<file path="config.mk">
export PLATFORM = sky130hd
export DESIGN_NAME = hba_bin_update
export DESIGN_NICKNAME = d
export VERILOG_FILES = /design/src/design/hba_pkg.sv /design/src/design/hba_bin_update.sv
export SDC_FILE = /design/constraint.sdc
export NUM_CORES = 1
export LEC_CHECK = 0
export ABC_CLOCK_PERIOD_IN_PS = 4800
export BUFFER_PORTS_ARGS = -buffer_cell sky130_fd_sc_hd__buf_2
export CAP_MARGIN = 40
export CELL_PAD_IN_SITES_DETAIL_PLACEMENT = 0
export CELL_PAD_IN_SITES_GLOBAL_PLACEMENT = 2
export CORE_ASPECT_RATIO = 0.9
export CORE_MARGIN = 5
export CORE_UTILIZATION = 22
export DETAILED_ROUTE_END_ITERATION = 12
export PLACE_DENSITY = 0.81
export REMOVE_ABC_BUFFERS = 1
export SYNTH_ARGS = -nofsm -noshare
export SYNTH_HDL_FRONTEND = slang
export SYNTH_SLANG_ARGS = --single-unit
</file>
<file path="constraint.sdc">
create_clock -name vclk -period 4.8
set_clock_uncertainty 0.05 [all_clocks]
set_input_delay 0.24 -clock vclk [all_inputs]
set_output_delay 0.24 -clock vclk [all_outputs]
set_load 0.05 [all_outputs]
</file>
<file path="src/design/hba_pkg.sv">
`timescale 1ns / 1ps

package hba_pkg;

	// Default geometry of the bin store.
	localparam int NUM_BINS_DEF    = 256;
	localparam int COUNT_WIDTH_DEF = 32;

	// Fixed widths of the channel payload and the class count register.
	localparam int KIND_W    = 2;
	localparam int INDEX_W   = 8;
	localparam int OUT_W     = 32;
	localparam int CLASS_W   = 9;

	localparam logic [CLASS_W-1:0] CLASS_COUNT_RESET = 9'd256;
	localparam logic [OUT_W-1:0]   OUT_MAX           = 32'hFFFF_FFFF;

	// Item kinds. The unused code behaves as a read.
	typedef logic [KIND_W-1:0] kind_t;
	localparam kind_t KIND_ADD   = 2'd0;
	localparam kind_t KIND_CLEAR = 2'd1;
	localparam kind_t KIND_READ  = 2'd2;

	// Sequencer states, one-hot.
	typedef enum logic [3:0] {
		ST_IDLE  = 4'b0001,
		ST_EXEC  = 4'b0010,
		ST_CLEAR = 4'b0100,
		ST_INIT  = 4'b1000
	} state_t;

endpackage

</file>
<file path="src/design/hba_bin_update.sv">
`timescale 1ns / 1ps

module hba_bin_update #(
	parameter int COUNT_WIDTH = hba_pkg::COUNT_WIDTH_DEF
) (
	input  logic [COUNT_WIDTH-1:0] old_count,
	input  logic [COUNT_WIDTH-1:0] peak,
	output logic [COUNT_WIDTH-1:0] new_count,
	output logic [COUNT_WIDTH-1:0] new_peak
);
	import hba_pkg::*;

	// Increment with saturation at the all-ones value.
	always_comb begin
		if (&old_count) begin
			new_count = old_count;
		end else begin
			new_count = old_count + COUNT_WIDTH'(1);
		end
	end

	// The peak follows the incremented bin when it overtakes it.
	assign new_peak = (new_count > peak) ? new_count : peak;

endmodule

</file>
# ---- Word level (Yosys, flattened, before mapping)
# Index checks and enable logic that the tools add are counted.
# W data, S select, Z words.
dict set report word_totals {
  input_bits 64
  register_bits 0
}
dict set report classes {
  order_cmp 1
  n_addsub 1
  muxes 2
  n_reduce_logical 1
}
# cell count
set ops {}
lappend ops {{$mux W32} 2}
lappend ops {{$add A32 B1 Y32 const B} 1}
lappend ops {{$gt A32 B32 Y1} 1}
lappend ops {{$reduce_and A32 Y1} 1}

# ---- Depth between registers and ports, before layout
# Gate-level depths: netlist of the first run.
dict set report logic_depth {
  word_depth 4
  ltp_mapped 14
  depth_no_buf 12
}

# ---- Worst setup path before layout of the first run
# Ideal clock, no wire load.
dict set report synth_timing {
  path_type {in2out}
  from {input port old_count[16]}
  to {output port new_peak[10]}
  path_stages 14
  t_required_ns 4.510
  slack_ns 0.267
  t_arrival_ns 4.243
  cell_sequence {and4_1 -> and4_1 -> buf_2 -> a31oi_1 -> nand2_1 -> xnor2_1 -> ha_1 -> a21oi_1 -> nand2_1 -> a221o_1 -> a211o_1 -> a2bb2oi_2 -> buf_2 -> mux2_2}
}
dict set report synth_between {
  elab_chain_len 4
  word_cells_on_any_way 5
}
# item line
set synth_lines {}
lappend synth_lines {{start: declaration} hba_bin_update.sv:6} ;# input logic [COUNT_WIDTH-1:0] old_count,
lappend synth_lines {{$reduce_and A32 Y1} hba_bin_update.sv:15} ;# if (&old_count) begin
lappend synth_lines {{$mux W32} hba_bin_update.sv:15}
lappend synth_lines {{via new_count[14]} hba_bin_update.sv:8} ;# output logic [COUNT_WIDTH-1:0] new_count,
lappend synth_lines {{$gt A32 B32 Y1} hba_bin_update.sv:23} ;# assign new_peak = (new_count > peak) ? new_count : peak;
lappend synth_lines {{$mux W32} hba_bin_update.sv:23}
lappend synth_lines {{end: declaration} hba_bin_update.sv:9} ;# output logic [COUNT_WIDTH-1:0] new_peak
# The timed path passes the listed nets, and every way through them passes these cells.

# ---- Final worst setup path of the first run
dict set report layout_timing {
  from {input port old_count[8]}
  to {output port new_peak[16]}
}
dict set report layout_between {
  elab_chain_len 4
  word_cells_on_any_way 5
}
# item line
set layout_lines {}
lappend layout_lines {{$add A32 B1 Y32 / $reduce_and A32 Y1 (equally long branches)} {hba_bin_update.sv:18, hba_bin_update.sv:15}}
lappend layout_lines {{$mux W32 (*)} hba_bin_update.sv:15}
lappend layout_lines {{$gt A32 B32 Y1} hba_bin_update.sv:23}
lappend layout_lines {{$mux W32 (*)} hba_bin_update.sv:23}
# Mark *: on every way between the ends. The rest lies on a longest branch, timed or not.

==> results of run 1 <==
[logic make-up after synthesis]
group,share of synthesized area
AND/OR/NAND/NOR,0.284
adder cells (fa/ha/maj),0.212
XOR/XNOR,0.126
AO/OA/AOI/OAI,0.101
buffers and inverters,0.0861
multiplexers,0.191
[worst max-delay path: stages]
cell and delay, ns:
buf_2 0.14, and4_1 0.29, and4_1 0.41, nand4_1 0.20
nor4_1 0.33, xor2_1 0.17, ha_1 0.35, nand4_1 0.16
nor4_1 0.40, nand2_1 0.15, nor2_1 0.20, a2bb2oi_4 0.22
buf_12 0.18, mux2_2 0.34, buf_2 0.21
[cells in the mapped netlist, drive strengths merged (2+ instances only)]
cell / n
a21o: 2
a21oi: 18
a31oi: 2
and2: 2
and3: 5
and4: 8
buf: 6
ha: 33
inv: 34
mux2: 33
nand2: 26
nand3: 12
nand4: 19
nor2: 13
nor3: 5
nor4: 5
o21ai: 6
xnor2: 16
xor2: 12
[worst min-delay path by stage]
| stage | from | slack (ns) | cells past startpoint | to |
|---|---|---|---|---|
| after floorplan | old_count[5] | 0.72 | 2 | new_count[5] |
| after global placement | old_count[31] | 0.85 | 3 | new_count[31] |
| after detailed placement | old_count[27] | 0.85 | 3 | new_count[27] |
| after CTS | old_count[27] | 0.85 | 3 | new_count[27] |
| after global routing | old_count[27] | 0.86 | 3 | new_count[27] |
| final | old_count[31] | 0.85 | 3 | new_count[31] |
[metal layers]
metal  routed length [um]  vias to the layer above  part of all wire  track usage
met5                    0                        -                 0            0
met4                   51                        0            0.0074      0.00767
met3                  475                        4             0.069      0.00714
met2                 3030                       79              0.44        0.199
met1                 3300                     1041              0.48        0.172
li1                     -                     1221                 -            -
[cell type report]
class / instances / area [um^2]
inverter: 34 / 128
tap: 119 / 149
timing repair buffer: 133 / 703
fill: 938 / 5840
multi-input combinational: 224 / 1790
[power by group through the flow]
stage          clock network (uW)  registers, uW  logic, uW
2_1_floorplan                   0              0        302
3_3_place_gp                    0              0        420
3_5_place_dp                    0              0        423
4_1_cts                         0              0        425
5_1_grt                         0              0        451
6_report                        0              0        420
[cell usage in the layout (no fill, tap or decap), types with 3 or more instances in the layout]
cell type / netlist / layout
nor4_1: 4 / 4
buf_2: 5 / 128
nand2_1: 25 / 25
nor3_1: 5 / 5
xnor2_1: 16 / 16
buf_4: 0 / 3
o21ai_0: 6 / 6
mux2_2: 33 / 33
ha_1: 33 / 33
and4_1: 7 / 7
a21oi_1: 18 / 18
and3_1: 5 / 5
xor2_1: 12 / 12
inv_1: 34 / 34
nor2_1: 13 / 13
nand4_1: 18 / 18
nand3_1: 11 / 11
[stage by stage]
stage | worst slack (ns) | hold WS, ns | total power [uW] | cells
floorplan | -0.289 | 0.723 | 302 | 258
global placement | 0.485 | 0.848 | 421 | 510
detailed placement | 0.445 | 0.855 | 423 | 510
CTS | 0.441 | 0.855 | 425 | 510
global route | 0.131 | 0.862 | 451 | 510
finish | 0.519 | 0.851 | 420 | 510
==> qor.yml, run 1 <==
timing:
  tns_ns: 0
  final-setup-viol-count: 0
  slew_viol_final: 0
  hold_viol_final: 0
  min_period_ns: 4.28
  rsz0062_at_grt: "no"
  max_freq_ghz: 0.234
  worst_pin_slew_ns: 0.587
  maxSlewHeadroom: 0.606
  post-route-period-util: 0.892
routing:
  wirelength_mm: 6.86
  drt_iter0_drc: 73
  wl_per_cell_um: 13.4
  ant_nets: 0
  vias: 2345
  via_per_inst: 4.60
  first_pass_iters: 4
  drc: 0
power_and_ir_drop:
  comb_power_share: 1.000
  power.share.clock: 0
  ir_drop_mv: 0.0655
  power.switching_uw: 287
  intPower_uw: 133
  p_per_area_nw_per_um2: 151
  switching_share: 0.684
  p_leak_uw: 0.00147
  pwr-share-seq: 0
clocking:
  postCtsSetupBuffers: 0
  hold_buffers: 0
  cts_resized: 0
global_route:
  antenna_found_initial: 0
  grt_overflow: 0
  grt_max_degree: 17
  grt_pass1_wl_mm: 10.6
  grt_use_total: 0.118
  grt_pass1_vias: 2212
place:
  portBuffers: 128
  finalWeightedCongestion: 0.750
  placed_area_um2: 2770
  hpwl_mm: 6.17
finish:
  diodes: 0
  drive_gt1_frac: 0.442
  seq_cell_count: 0
  finish.utilization: 0.322
  area_growth_pct: 42.3
  final_nets: 490
  clkbuf_count: 0
  regArea_um2: 0
  postLayoutCellArea_um2: 2770
yosys:
  synth_warnings: 0
  syn_avg_cell_area_um2: 7.35
  synth_area_um2: 1950
  synth_top_area_cell: "ha_1"
  synth_area_leaders: "ha_1, mux2_2, xnor2_1, inv_1, nand4_1"
  yosys.cell_types.count: 33
  synth_top_area_share: 0.212
  synthCells: 265
  ys_seq_area_frac: 0
setup_path:
  worstSetupPathType: "primary input to primary output"
  critPathMaxFanout: 16
  startpoint_type: "primary input"
  cp-endpoint: "new_peak[16]"
  worstSetupEndpointType: "primary output"
  required_ns: 4.51
  cp.arrival_ns: 3.99
  startpoint: "old_count[8]"
floorplan:
  std_cell_rows: 32
  die_x_um: 109
  die-area_um2: 10800
  core_area_um2: 8610
  die_h_um: 99.3
  start_util: 0.226
  io-pin-count: 128
run_status:
  outcome: "completed"
hold_path:
  hp-class: "primary input to primary output"
run:
  cap_violations: 0
(Power assumes the default switching activity.)
==> run 2, diff against run 1 <==
==> constraint.sdc (replaced) <==
create_clock -name vclk -period 4.8
set_clock_uncertainty 0.05 [all_clocks]
set_input_delay 0.24 -clock vclk [all_inputs]
set_output_delay 0.24 -clock vclk [all_outputs]
set_load 0.01 [all_outputs]
==> qor.yml, run 2 (same netlist as run 1, synthesis figures left out) <==
hold_path:
  min-delay-start: "peak[9]"  # was old_count[31]
  holdPathStages: 3  # unchanged
  hp-class: "primary input to primary output"  # unchanged
  holdPathEnd: "new_peak[9]"  # was new_count[31]
finish:
  nFillCells: 952  # was 938
  seq_cell_count: 0  # unchanged
  drive_gt1_frac: 0.442  # unchanged
  final_common_cell: "buf_2"  # unchanged
  postLayoutCellArea_um2: 2750  # was 2770 um^2
  mostFrequentLayoutCells: "buf_2, inv_1, mux2_2, ha_1, nand2_1"  # unchanged
  clkbuf_count: 0  # unchanged
  regArea_um2: 0  # unchanged
  final_nets: 490  # unchanged
  area_growth_pct: 41.0  # was 42.3%
  diodes: 0  # unchanged
place:
  hpwl_mm: 6.25  # was 6.17 mm
  place_ws_ns: 0.487  # was 0.445 ns
  portBuffers: 128  # unchanged
  finalWeightedCongestion: 0.731  # was 0.750
  placed_area_um2: 2750  # was 2770 um^2
setup_path:
  path_delay_family: "simple AND/OR/NAND/NOR gates"  # unchanged
  worstSetupEndpointType: "primary output"  # unchanged
  required_ns: 4.51  # about the same
  cp_slowest_cell: "nor4_1"  # was and4_1
  cp.arrival_ns: 3.98  # was 3.99 ns
  startpoint_type: "primary input"  # unchanged
  critPathMaxFanout: 16  # unchanged
  worstSetupPathType: "primary input to primary output"  # unchanged
  path_cells: "buf_2 -> and4_1 -> and4_1 -> nand4_1 -> nor4_1 -> xor2_1 -> ha_1 -> nand4_1 -> nor4_1 -> nand2_1 -> nor2_1 -> a2bb2oi_4 -> buf_4 -> mux2_2 -> buf_2"  # was buf_2 -> and4_1 -> and4_1 -> nand4_1 -> nor4_1 -> xor2_1 -> ha_1 -> nand4_1 -> nor4_1 -> nand2_1 -> nor2_1 -> a2bb2oi_4 -> buf_12 -> mux2_2 -> buf_2
  crit_buf_inv: 3  # unchanged
  slowest_delay_ns: 0.44  # was 0.41 ns
routing:
  via_per_inst: 4.64  # was 4.60
  first_pass_iters: 4  # unchanged
  vias: 2365  # was 2345
  wirelength_mm: 6.94  # was 6.86 mm
  drc: 0  # unchanged
  ant_nets: 0  # unchanged
  wl_per_cell_um: 13.6  # was 13.4 um
  drt_iter0_drc: 92  # was 73
timing:
  min_period_ns: 4.27  # was 4.28 ns
  rsz0062_at_grt: "no"  # unchanged
  slew_viol_final: 0  # unchanged
  hold_viol_final: 0  # unchanged
  final-setup-viol-count: 0  # unchanged
  tns_ns: 0  # unchanged
  max_freq_ghz: 0.234  # about the same
  post-route-period-util: 0.890  # was 0.892
  setup_slack_ns: 0.529  # was 0.519 ns
  worst_pin_slew_ns: 0.576  # was 0.587 ns
  maxSlewHeadroom: 0.613  # was 0.606
global_route:
  grt_overflow: 0  # unchanged
  grt_use_total: 0.120  # was 0.118
  grt_max_degree: 17  # unchanged
  grt_pass1_wl_mm: 10.9  # was 10.6 mm
  antenna_found_initial: 0  # unchanged
  grt_pass1_vias: 2304  # was 2212
floorplan:
  die_h_um: 99.3  # unchanged
  die-area_um2: 10800  # unchanged
  core_area_um2: 8610  # unchanged
  io-pin-count: 128  # unchanged
  std_cell_rows: 32  # unchanged
  die_x_um: 109  # unchanged
  start_util: 0.226  # unchanged
run:
  cap_violations: 0  # unchanged
power_and_ir_drop:
  ir_drop_mv: 0.0393  # was 0.0655 mV
  p_per_area_nw_per_um2: 96.8  # was 151 nW/um^2
  p_leak_uw: 0.00146  # was 0.00147 uW
run_status:
  outcome: "completed"  # unchanged
clocking:
  hold_buffers: 0  # unchanged
  cts_resized: 0  # unchanged
  postCtsSetupBuffers: 0  # unchanged
==> run 2: cell counts in the layout (fill, tap and decap cells not counted) <==
No cell type changed its count.
==> run 2: layout make-up <==
class / instances / area [um^2] / share of cell area
well taps: 119 / 149 / 0.0542
multi-input cells: 224 / 1790 / 0.652
repair buffers: 133 / 678 / 0.247
inverters: 34 / 128 / 0.0465
==> run 2: stage by stage <==
step	util	total power [uW]	hold slack, ns	std cells
final	0.319	266	0.755	510
after floorplan	-	153	0.533	258
after global routing	0.319	298	0.771	510
after CTS	0.319	270	0.759	510
after global placement	0.319	266	0.757	510
after detailed placement	0.319	268	0.757	510
==> run 2: power by group <==
part	switching (uW)	total (uW)	internal [uW]
clock network	0	0	0
logic	139	266	127
registers	0	0	0
total	139	266	127
==> run 2: routing by layer <==
metal	vias to the layer above	global-route usage	wire length, um
met1	1072	0.170	3330
li1	1216	-	-
met3	0	0.00324	406
met5	-	0	0
met2	77	0.213	3200
met4	0	0.00192	0
==> run 2: worst max path at each step <==
stage / start / end / slack, ns / cells after the start
3_5_place_dp: old_count[8] / new_peak[31] / 0.49 / 15
5_1_grt: old_count[8] / new_peak[16] / 0.11 / 15
3_3_place_gp: old_count[8] / new_peak[24] / 0.43 / 15
6_report: old_count[8] / new_peak[13] / 0.53 / 15
4_1_cts: old_count[8] / new_peak[31] / 0.47 / 15
2_1_floorplan: old_count[16] / new_peak[0] / 0.50 / 12
==> run 3, diff against run 2 <==
ABC_AREA = 1   (was not set)
ABC_CLOCK_PERIOD_IN_PS = 5340   (was 4800)
CORE_UTILIZATION = 23   (was 22)
PLACE_DENSITY = 0.88   (was 0.81)
clock period = 5.34 ns   (was 4.8 ns; I/O delays follow)
==> qor.yml, run 3 <==
setup_path:
  crit_top_cell: "nand2_1"
  startpoint_type: "primary input"  # unchanged
  cp.arrival_ns: 4.23  # was 3.98 ns
  cp_slowest_cell: "nand3_2"  # was nor4_1
  crit_buf_inv: 4  # was 3
  critPathMaxFanout: 22  # was 16
  startpoint: "old_count[0]"  # was old_count[8]
  worstSetupEndpointType: "primary output"  # unchanged
  path_cells: "buf_2 -> ha_1 -> nand2_2 -> nor2_4 -> nand2_4 -> nor2_4 -> nand3_2 -> buf_4 -> nand2_1 -> ha_1 -> a21oi_1 -> o21a_1 -> nand2_1 -> a21oi_1 -> nand2_1 -> nand2_1 -> buf_4 -> nand2_1 -> nand2_1 -> buf_2"  # was buf_2 -> and4_1 -> and4_1 -> nand4_1 -> nor4_1 -> xor2_1 -> ha_1 -> nand4_1 -> nor4_1 -> nand2_1 -> nor2_1 -> a2bb2oi_4 -> buf_4 -> mux2_2 -> buf_2
  required_ns: 5.02  # was 4.51 ns
  worstSetupPathType: "primary input to primary output"  # unchanged
  slowest_delay_ns: 0.45  # was 0.44 ns
  path_delay_family: "simple AND/OR/NAND/NOR gates"  # unchanged
floorplan:
  std_cell_rows: 35  # was 32
  die-area_um2: 12900  # was 10800 um^2
  core_area_um2: 10400  # was 8610 um^2
  die_h_um: 108  # was 99.3 um
  io-pin-count: 128  # unchanged
  die_x_um: 119  # was 109 um
  start_util: 0.237  # was 0.226
power_and_ir_drop:
  p_leak_uw: 0.00204  # was 0.00146 uW
  ir_drop_mv: 0.0281  # was 0.0393 mV
  p_per_area_nw_per_um2: 85.9  # was 96.8 nW/um^2
clocking:
  cts_resized: 0  # unchanged
  postCtsSetupBuffers: 0  # unchanged
  hold_buffers: 0  # unchanged
finish:
  regArea_um2: 0  # unchanged
  diodes: 0  # unchanged
  seq_cell_count: 0  # unchanged
  nFillCells: 1256  # was 952
  multi_input_area_um2: 2120  # was 1790 um^2
  final_common_cell: "nand2_1"  # was buf_2
  area_growth_pct: 31.6  # was 41.0%
  mostFrequentLayoutCells: "nand2_1, buf_2, inv_1, nand3_1, nor2_1"  # was buf_2, inv_1, mux2_2, ha_1, nand2_1
  final_nets: 718  # was 490
  drive_gt1_frac: 0.249  # was 0.442
  clkbuf_count: 0  # unchanged
timing:
  worst_pin_slew_ns: 0.623  # was 0.576 ns
  post-route-period-util: 0.851
  final-setup-viol-count: 0  # unchanged
  tns_ns: 0  # unchanged
  rsz0062_at_grt: "no"  # unchanged
  maxSlewHeadroom: 0.584  # was 0.613
  slew_viol_final: 0  # unchanged
  whs_ns: 0.773  # was 0.755 ns
  max_freq_ghz: 0.220
  min_period_ns: 4.54
  hold_viol_final: 0  # unchanged
yosys:
  synth_top_area_cell: "nand2_1"  # was ha_1
  synth_area_leaders: "nand2_1, ha_1, inv_1, nand3_1, nor2_1"  # was ha_1, mux2_2, xnor2_1, inv_1, nand4_1
  synth_top_area_share: 0.323  # was 0.212
  synthCells: 498  # was 265
  synth_warnings: 0  # unchanged
  ys_seq_area_frac: 0  # unchanged
  synthTopCellsByCount: "nand2_1, inv_1, nand3_1, nor2_1, ha_1"  # was inv_1, ha_1, mux2_2, nand2_1
  synth_area_um2: 2460  # was 1950 um^2
  synth_most_common_cell: "nand2_1"  # was inv_1
  syn_avg_cell_area_um2: 4.95  # was 7.35 um^2
  yosys.cell_types.count: 27  # was 33
routing:
  first_pass_iters: 4  # unchanged
  drc: 0  # unchanged
  vias: 3313  # was 2365
  wirelength_mm: 10.6  # was 6.94 mm
  wl_per_cell_um: 14.2  # was 13.6 um
  via_per_inst: 4.43  # was 4.64
  drt_iter0_drc: 127  # was 92
  ant_nets: 0  # unchanged
global_route:
  grt_max_degree: 23  # was 17
  grt_overflow: 0  # unchanged
  grt_use_total: 0.157  # was 0.120
  grt_pass1_vias: 3154  # was 2304
  grt_pass1_wl_mm: 16.7  # was 10.9 mm
  antenna_found_initial: 0  # unchanged
hold_path:
  min-delay-start: "peak[7]"  # was peak[9]
  hp-class: "primary input to primary output"  # unchanged
place:
  portBuffers: 128  # unchanged
  finalWeightedCongestion: 0.841  # was 0.731
  hpwl_mm: 9.48  # was 6.25 mm
run_status:
  outcome: "completed"  # unchanged
run:
  cap_violations: 0  # unchanged
run 3: metal layers:
layer	track usage	vias up	part of all wire	wire (um)
li1	-	1792	-	-
met1	0.236	1435	0.52	5500
met2	0.262	86	0.43	4570
met3	0.0110	0	0.049	520
met4	0	0	0	0
met5	0	-	0	0
run 3: power breakdown:
part / leakage (uW) / total (uW) / internal [uW] / switching (uW)
logic: 0.00204 / 278 / 108 / 171
clock network: 0 / 0 / 0 / 0
registers: 0 / 0 / 0 / 0
total: 0.00204 / 278 / 108 / 171
run 3: per-stage QoR:
step                      instances  cell area [um^2]  total power [uW]   util  setup slack (ns)
after global placement          748              3240               281  0.312             0.788
after detailed placement        748              3240               282  0.312             0.688
after floorplan                 486              2400               158      -              1.25
final                           748              3240               278  0.312             0.797
after global routing            748              3240               319  0.312             0.296
after CTS                       748              3240               284  0.312             0.672
run 3: final cells by class:
| class | count | area share |
|---|---|---|
| inverters | 75 | 0.0868 |
| repair buffers | 133 | 0.209 |
| multi-input cells | 411 | 0.654 |
| well taps | 129 | 0.0498 |
run 3: cell families (layout without fill, tap and decap cells):
| kind of cell | Yosys count | count (layout) | share of synthesized area |
|---|---|---|---|
| compound gates | 25 | 25 | 0.0609 |
| xor+xnor | 12 | 12 | 0.0457 |
| fa+ha+maj | 33 | 33 | 0.168 |
| buf+inv | 87 | 208 | 0.139 |
| simple gates | 341 | 341 | 0.587 |
run 3: worst min-delay path, stage by stage:
cell,delay (ns)
buf_2,0.09
nand2_1,0.04
nand2_1,0.04
buf_2,0.12
run 3: path summary, 6_finish.rpt:
| check | end | slack [ns] | depth (start not counted) |
|---|---|---|---|
| setup / recovery | new_peak[20] | 0.80 | 20 |
| hold / removal | new_peak[7] | 0.77 | 4 |
